===== src/hdl/tpzs_pkg.sv =====
package tpzs_pkg;

  localparam int COLUMNS      = 80;
  localparam int ROWS         = 22;
  localparam int CELLS        = ROWS * COLUMNS;
  localparam int CELL_BITS    = 11;
  localparam int ANGLE_BITS   = 10;
  localparam int QUARTER_BITS = ANGLE_BITS - 2;
  localparam int QUARTER      = 1 << QUARTER_BITS;
  localparam int DEPTH_BITS   = 16;
  localparam int SHADE_BITS   = 4;
  localparam int SIN_BITS     = 16;
  localparam int Q            = 14;
  localparam int ONE_Q14      = 1 << Q;
  localparam int VIEW_OFFSET  = 5 * ONE_Q14;
  localparam int X_CENTER     = 40;
  localparam int Y_CENTER     = 12;
  localparam int SHADE_MAX    = 11;
  localparam int DIV_STEPS    = DEPTH_BITS;
  localparam int DIV_CNT_BITS = $clog2(DIV_STEPS);
  localparam int STEP_BITS    = 5;
  localparam int DP_W         = 20;
  localparam int STORE_W      = DEPTH_BITS + SHADE_BITS;

  localparam logic [SHADE_BITS-1:0] BLANK_CODE = SHADE_BITS'(12);
  localparam logic [6:0]            SPACE_CHAR = 7'd32;

  // Sequencer steps of the shared multiplier / adder datapath
  localparam logic [STEP_BITS-1:0] ST_H   = 5'd0;
  localparam logic [STEP_BITS-1:0] ST_CH  = 5'd1;
  localparam logic [STEP_BITS-1:0] ST_CD  = 5'd2;
  localparam logic [STEP_BITS-1:0] ST_LH  = 5'd3;
  localparam logic [STEP_BITS-1:0] ST_LD  = 5'd4;
  localparam logic [STEP_BITS-1:0] ST_FE  = 5'd5;
  localparam logic [STEP_BITS-1:0] ST_FG  = 5'd6;
  localparam logic [STEP_BITS-1:0] ST_CHE = 5'd7;
  localparam logic [STEP_BITS-1:0] ST_DN  = 5'd8;
  localparam logic [STEP_BITS-1:0] ST_CHG = 5'd9;
  localparam logic [STEP_BITS-1:0] ST_T   = 5'd10;
  localparam logic [STEP_BITS-1:0] ST_LHM = 5'd11;
  localparam logic [STEP_BITS-1:0] ST_TN  = 5'd12;
  localparam logic [STEP_BITS-1:0] ST_PX  = 5'd13;
  localparam logic [STEP_BITS-1:0] ST_LHN = 5'd14;
  localparam logic [STEP_BITS-1:0] ST_TM  = 5'd15;
  localparam logic [STEP_BITS-1:0] ST_PY  = 5'd16;
  localparam logic [STEP_BITS-1:0] ST_CDG = 5'd17;
  localparam logic [STEP_BITS-1:0] ST_A   = 5'd18;
  localparam logic [STEP_BITS-1:0] ST_AM  = 5'd19;
  localparam logic [STEP_BITS-1:0] ST_CDE = 5'd20;
  localparam logic [STEP_BITS-1:0] ST_L1  = 5'd21;
  localparam logic [STEP_BITS-1:0] ST_LDN = 5'd22;
  localparam logic [STEP_BITS-1:0] ST_L2  = 5'd23;
  localparam logic [STEP_BITS-1:0] ST_Q   = 5'd24;
  localparam logic [STEP_BITS-1:0] ST_X   = 5'd25;
  localparam logic [STEP_BITS-1:0] ST_Y   = 5'd26;

  typedef struct packed {
    logic                 load;
    logic                 step_en;
    logic [STEP_BITS-1:0] step;
    logic                 div_init;
    logic                 div_iter;
    logic                 rd_issue;
    logic                 finish;
    logic                 clear;
    logic [CELL_BITS-1:0] clear_addr;
  } cmd_t;

  // Quarter-wave sine entry in Q14, evaluated at elaboration
  function automatic logic [14:0] sin_entry(input int unsigned r);
    logic [63:0] x;
    logic [63:0] th;
    logic [63:0] t2;
    logic [63:0] s;
    x  = 64'(r) << (28 - QUARTER_BITS);
    th = (x * 64'd421657428) >> 28;
    t2 = (th * th) >> 28;
    s  = 64'd268435456;
    s  = 64'd268435456 - ((t2 * s) >> 28) / 64'd72;
    s  = 64'd268435456 - ((t2 * s) >> 28) / 64'd42;
    s  = 64'd268435456 - ((t2 * s) >> 28) / 64'd20;
    s  = 64'd268435456 - ((t2 * s) >> 28) / 64'd6;
    s  = (th * s) >> 28;
    return 15'((s + 64'd8192) >> 14);
  endfunction

  function automatic logic [6:0] shade_char(input logic [SHADE_BITS-1:0] code);
    logic [6:0] ch;
    unique case (code)
      4'd0:    ch = 7'd46;   // .
      4'd1:    ch = 7'd44;   // ,
      4'd2:    ch = 7'd45;   // -
      4'd3:    ch = 7'd126;  // ~
      4'd4:    ch = 7'd58;   // :
      4'd5:    ch = 7'd59;   // ;
      4'd6:    ch = 7'd61;   // =
      4'd7:    ch = 7'd33;   // !
      4'd8:    ch = 7'd42;   // *
      4'd9:    ch = 7'd35;   // #
      4'd10:   ch = 7'd36;   // $
      4'd11:   ch = 7'd64;   // @
      default: ch = SPACE_CHAR;
    endcase
    return ch;
  endfunction

endpackage


===== src/hdl/tpzs_ctrl.sv =====
module tpzs_ctrl (
  input  logic           clk,
  input  logic           rst,
  input  logic           in_valid,
  input  logic           in_mode,
  output logic           in_ready,
  output logic           out_valid,
  input  logic           out_ready,
  output tpzs_pkg::cmd_t cmd
);

  typedef enum logic [2:0] {
    S_CLEAR,
    S_IDLE,
    S_CALC,
    S_DIV,
    S_MEM,
    S_FINISH
  } state_t;

  state_t                                state;
  logic [tpzs_pkg::STEP_BITS-1:0]        seq_step;
  logic [tpzs_pkg::DIV_CNT_BITS-1:0]     div_cnt;
  logic [tpzs_pkg::CELL_BITS-1:0]        clr_cnt;
  logic                                  out_free;

  assign out_free = !out_valid || out_ready;
  assign in_ready = (state == S_IDLE);

  always_comb begin
    cmd            = '0;
    cmd.load       = (state == S_IDLE) && in_valid;
    cmd.step_en    = (state == S_CALC);
    cmd.step       = seq_step;
    cmd.div_init   = (state == S_CALC) && (seq_step == tpzs_pkg::ST_L2);
    cmd.div_iter   = (state == S_DIV);
    cmd.rd_issue   = (state == S_MEM);
    cmd.finish     = (state == S_FINISH) && out_free;
    cmd.clear      = (state == S_CLEAR);
    cmd.clear_addr = clr_cnt;
  end

  always_ff @(posedge clk) begin
    if (rst) begin
      state     <= S_CLEAR;
      seq_step  <= tpzs_pkg::ST_H;
      div_cnt   <= '0;
      clr_cnt   <= '0;
      out_valid <= 1'b0;
    end else begin
      // Load a new result, or drop the one taken by the receiver
      if (cmd.finish) begin
        out_valid <= 1'b1;
      end else if (out_ready) begin
        out_valid <= 1'b0;
      end
      unique case (state)
        S_CLEAR: begin
          if (clr_cnt == tpzs_pkg::CELL_BITS'(tpzs_pkg::CELLS - 1)) begin
            state <= S_IDLE;
          end else begin
            clr_cnt <= clr_cnt + 1'b1;
          end
        end
        S_IDLE: begin
          if (in_valid) begin
            seq_step <= tpzs_pkg::ST_H;
            state    <= in_mode ? S_MEM : S_CALC;
          end
        end
        S_CALC: begin
          if (seq_step == tpzs_pkg::ST_L2) begin
            div_cnt <= '0;
            state   <= S_DIV;
          end else if (seq_step == tpzs_pkg::ST_Y) begin
            state <= S_MEM;
          end else begin
            seq_step <= seq_step + 1'b1;
          end
        end
        S_DIV: begin
          if (div_cnt == tpzs_pkg::DIV_CNT_BITS'(tpzs_pkg::DIV_STEPS - 1)) begin
            seq_step <= tpzs_pkg::ST_Q;
            state    <= S_CALC;
          end else begin
            div_cnt <= div_cnt + 1'b1;
          end
        end
        S_MEM: begin
          state <= S_FINISH;
        end
        S_FINISH: begin
          if (out_free) begin
            state <= S_IDLE;
          end
        end
        default: state <= S_IDLE;
      endcase
    end
  end

  a_one_item: assert property (@(posedge clk) disable iff (rst)
    in_valid && in_ready |=> !in_ready)
    else $error("second transfer accepted while an item is in flight");

  a_result_from_finish: assert property (@(posedge clk) disable iff (rst)
    $rose(out_valid) |-> $past(state) == S_FINISH)
    else $error("result raised outside finish");

  a_no_result_in_clear: assert property (@(posedge clk) disable iff (rst)
    state == S_CLEAR |-> !out_valid)
    else $error("result pending during clearing sweep");

endmodule


===== config.mk =====
export PLATFORM = sky130hd
export DESIGN_NAME = tpzs_ctrl
export DESIGN_NICKNAME = d
export VERILOG_FILES = /design/src/hdl/tpzs_pkg.sv /design/src/hdl/tpzs_ctrl.sv
export SDC_FILE = /design/constraint.sdc
export NUM_CORES = 1
export LEC_CHECK = 0
export BUFFER_PORTS_ARGS = -buffer_cell sky130_fd_sc_hd__buf_4
export CAP_MARGIN = 20
export CORE_UTILIZATION = 57
export CTS_BUF_LIST = sky130_fd_sc_hd__clkbuf_4 sky130_fd_sc_hd__clkbuf_8 sky130_fd_sc_hd__clkbuf_16
export CTS_CLUSTER_DIAMETER = 40
export DETAILED_ROUTE_END_ITERATION = 12
export HOLD_SLACK_MARGIN = 0.12
export PLACE_DENSITY = 0.83
export SLEW_MARGIN = 20
export SYNTH_ARGS = -nofsm -noshare
export SYNTH_HDL_FRONTEND = slang
export SYNTH_SLANG_ARGS = --single-unit
export TNS_END_PERCENT = 50

===== constraint.sdc =====
create_clock -name clk -period 4 [get_ports clk]
set_input_delay 0.6 -clock clk [delete_from_list [all_inputs] [get_ports clk]]
set_output_delay 0.6 -clock clk [all_outputs]
set_load 0.01 [all_outputs]

* Yosys cells after proc, flatten, opt, wreduce, memory -nomap -nowiden
Cells that the tools add are included.
** Word-level totals
- Bits in registers :: 24
- Bits in latches :: 0
- RAM bits :: 0
- Memory bits (read-only) :: 0
- Input bits :: 5
- Output and inout bits :: 25
- Memories :: 0
** Operators by class
- $add $sub $neg :: 3
- Multiply operators :: 0
- Div/mod/pow operators :: 0
- $lt $le $gt $ge :: 0
- Equal/unequal tests :: 18
- Shifts and indexed selects :: 0
- Mux-type cells :: 18
- Bitwise logic cells :: 1
- Reduce and logical (&&, ||, !) cells :: 13
** Operators by type and width (count)
- $mux 3 :: 7
- $mux 5 :: 4
- $pmux 3 s6 :: 1
- $pmux 5 s3 :: 1
- $add 11x1->11 const B :: 1
- $eq 11x11->1 const B :: 1
- $eq 5x5->1 const B :: 2
- $ne 2x2->1 const B :: 5
- $reduce_and 5->1 :: 2
- $mux 4 :: 2
- $pmux 4 s2 :: 1
- $eq 3x2->1 const B :: 2
- $eq 3x3->1 const B :: 2
- $ne 2x1->1 const B :: 3
- $add 5x1->5 const B :: 1
- $add 4x1->4 const B :: 1
- $eq 4x4->1 const B :: 1
- $reduce_bool 2->1 :: 2
- $eq 3x1->1 const B :: 1
- $logic_and 1x1->1 :: 3
- $logic_not 3->1 :: 1
- $ne 3x1->1 const B :: 1
- $reduce_and 3->1 :: 1
- $reduce_bool 3->1 :: 1
- 5 further kinds :: 6

* Longest topological paths before layout
- Depth in word-level cells :: 4
- Depth in mapped cells :: 6
- Mapped depth without buffers :: 6

* Worst setup path after synthesis
OpenSTA, ideal clock, no wires.
- Kind :: flip-flop to output port
- Start point :: register seq_step[0] (netlist bit)
- End point :: output cmd[15] (netlist bit)
- Arrival :: 1173 ps
- Path slack :: 2227 ps
- Stages on the path, launching flop included :: 4
- Path through :: dfxtp_1 > ha_1 > nand4b_1 > nor2_1
** RTL lines
- from (decl) :: line tpzs_ctrl.sv:22 : logic [tpzs_pkg::STEP_BITS-1:0] seq_step;
- from (signal assigned) :: line tpzs_ctrl.sv:46 : seq_step <= tpzs_pkg::ST_H;
- from (signal assigned) :: line tpzs_ctrl.sv:67 : seq_step <= tpzs_pkg::ST_H;
- from (signal assigned) :: line tpzs_ctrl.sv:78 : seq_step <= seq_step + 1'b1;
- to (decl) :: line tpzs_ctrl.sv:9 : output tpzs_pkg::cmd_t cmd

==> summary.txt <==
CTS tree: done
Final WL: 3070 um
Sink Count: 24
Slew @ Worst Pin: 0.7370 ns
Vias per cell: 6.259
Cts hold-fix bufs: 0
Cell taking the most area after synthesis: dfxtp_1
Vias in the first global route: 1142
Max_cap viols: 0
Final setup violating endpoints: 0
TNS Setup: 0 ns
Post-synthesis register bit count: 24
Layout Nets: 194
Switching Power: 261.4 uW
CTS max path bufs: 2
Hold endpoint: out_valid
Vias: 1327
Ys flop type: dfxtp_1
R2r setup slk: 1.99 ns
Min-delay src: out_valid
Peak Freq: 0.4186 GHz
Peak fanout along the critical path: 16
Crit path DAT: 1.79 ns
Wire per inst: 14.48 um
Asr flop ratio synth: 0
Num CTS Buffers: 3
Net Count, Synth: 169
Initial core utilization: 0.6154
Tmin final: 2.389 ns
Clock Root Buffer: clkbuf_4
Mapped Area: 0.001388 sq mm
Cells after synthesis: 160
Power Dens Cells: 442.3 mW/mm^2
Clock power frac: 0.243
Resize count post-CTS: 0
Sequential power share: 0.446
Hold Path Class: flop to flop
Ports: 30
Remaining DRCs: 0
Status: complete, no violations
WHS: 0.5291 ns
RSZ-0062 raised after global routing: no
Initial antenna violation count: 0
Die width: 51.34 um
Mean post-synth cell area: 8.672 sq um
WHS Path Cells: 2
Number of detailed-route iterations in the first pass: 4
Die area: 0.002636 sq mm
Crit Path Category: flop to output pin
Share of cells above drive strength 1: 0.2065
Relative slew slack: 0.5045
Final period util: 0.5973
Remaining Overflow, GRT: 0
I/O Buffers: 29
Area Growth Syn to Fin: 19.39%
Most common cell in the synthesized netlist: dfxtp_1
First-pass GRT wire length: 5085 um
Die H: 51.34 um
Clock Skews: 0.007568 ns
Synth warnings: 0
Launch point of the worst reg-to-reg path: clr_cnt[0]
Largest net degree at the start of global routing: 29
Switching share of total power: 0.3568
Most frequent cells after synthesis: dfxtp_1 (24), nor2_1 (15), nand3_1 (9)
Clk slew on worst S/H paths: 0.14 ns
P_int: 471.3 uW
Number of synthesized flops with an enable pin: 0
H-tree levels: 1
Initial DRC count: 66
Gate power share: 0.311
Register area share after synthesis: 0.3463
Antenna cells: 0
Synth unique cells: 44
Post-route ant nets: 0
Reg2reg path depth: 5
Final number of max-transition violations: 0
Postcts setup bufs: 0
FF-to-FF End: state[0]
FP Rows: 17
Peak supply drop: 354.9 uV
P_leak: 0.0006979 uW
Hold Vio Cnt, Final: 0
GRT Total Usage: 0.2558
Core area: 0.002255 sq mm
Top-area cell type share of the netlist area: 0.3463
Skew-Pair Late Insertion Delay: 0.32 ns
Worst setup EP type: output pin
Critical path launch point type: flop
Dpl hpwl: 2157 um
Global placement routability congestion: 0.8264
Crit path launch: state[1]
Worst EP required: 3.40 ns
Synth area leaders: dfxtp_1 (35%), xor2_1 (4.4%), nor2_1 (4.1%)
state kept, by name (all words and copies together), names as in the netlist:
name,flops
clr_cnt,11
seq_step,5
div_cnt,4
state,3
out_valid,1
metal layers:
layer	vias to the layer above	share of wire	track usage
li1	659	-	-
met1	612	0.48	0.3466
met2	51	0.46	0.4145
met3	5	0.052	0.02679
met4	0	0.014	0.09910
met5	-	0	0
worst max-delay path by stage:
stage,endpoint,cells after the start
after floorplan,cmd[15],3
after global placement,cmd[15],3
after detailed placement,cmd[15],3
after CTS,cmd[15],3
after global routing,cmd[15],3
final,cmd[15],3
worst max-delay path, stage by stage, from the launching register on:
cell	delay, ns
dfxtp_1	0.67
or3b_1	0.44
nor2_1	0.19
buf_4	0.16
cell families (layout without fill, tap and decap cells):
group / count (synthesis) / count (layout) / synth area share
xor+xnor: 7 / 7 / 0.04418
simple gates: 75 / 75 / 0.3445
mux: 4 / 4 / 0.03066
buf+inv: 14 / 38 / 0.03968
compound gates: 32 / 32 / 0.1587
fa+ha+maj: 4 / 4 / 0.03607
flops: 24 / 24 / 0.3463
cell type report:
cell class                      instances  area, sq um
Tap cell                               28        35.03
Timing Repair Buffer                   29        217.7
Fill cell                             194        598.1
Sequential cell                        24        480.5
Clock buffer                            3        22.52
Clock inverter                          1        30.03
Multi-Input combinational cell        122        852.1
Inverter                                5        18.77
placed cells by master, fill, tap and decap left out, types with 2 or more instances in the layout:
cell type / netlist / final
buf_4: 0 / 29
dfxtp_1: 24 / 24
nor2_1: 15 / 15
nand3_1: 9 / 9
a21oi_1: 8 / 8
xor2_1: 7 / 7
nor3_1: 6 / 6
nor2b_1: 5 / 5
inv_1: 5 / 5
o31ai_1: 5 / 5
nor3b_1: 4 / 4
nand4b_1: 4 / 4
a211oi_1: 4 / 4
nand2_1: 4 / 4
a31oi_1: 4 / 4
ha_1: 4 / 4
nand3b_1: 3 / 3
nand2b_1: 3 / 3
nand4_1: 3 / 3
and4b_1: 3 / 3
and3_1: 3 / 3
nor4_1: 3 / 3
clkbuf_4: 0 / 3
mux2i_1: 2 / 2
and4_1: 2 / 2
a21o_1: 2 / 2
a22oi_1: 2 / 2
mux2_2: 2 / 2
per-stage QoR:
step           area (sq um)  std cells  total power, uW    util  setup slack [ns]
5_1_grt                1657        212            775.3  0.7347             1.501
4_1_cts                1657        212            738.6  0.7347             1.617
3_3_place_gp           1604        208            544.4  0.7114             2.049
3_5_place_dp           1604        208            560.1  0.7114             1.992
6_report               1657        212            732.7  0.7347             1.611
2_1_floorplan          1388        160            474.0       -             2.227
power by group through the flow:
stage                     sequential, uW  combinational (uW)  clock (uW)
after floorplan                      301                 173           0
after global placement               326                 218           0
after detailed placement             332                 228           0
after CTS                            326                 230         183
after global routing                 333                 252         190
final                                327                 228         178
Power figures use the tool's default switching activity.
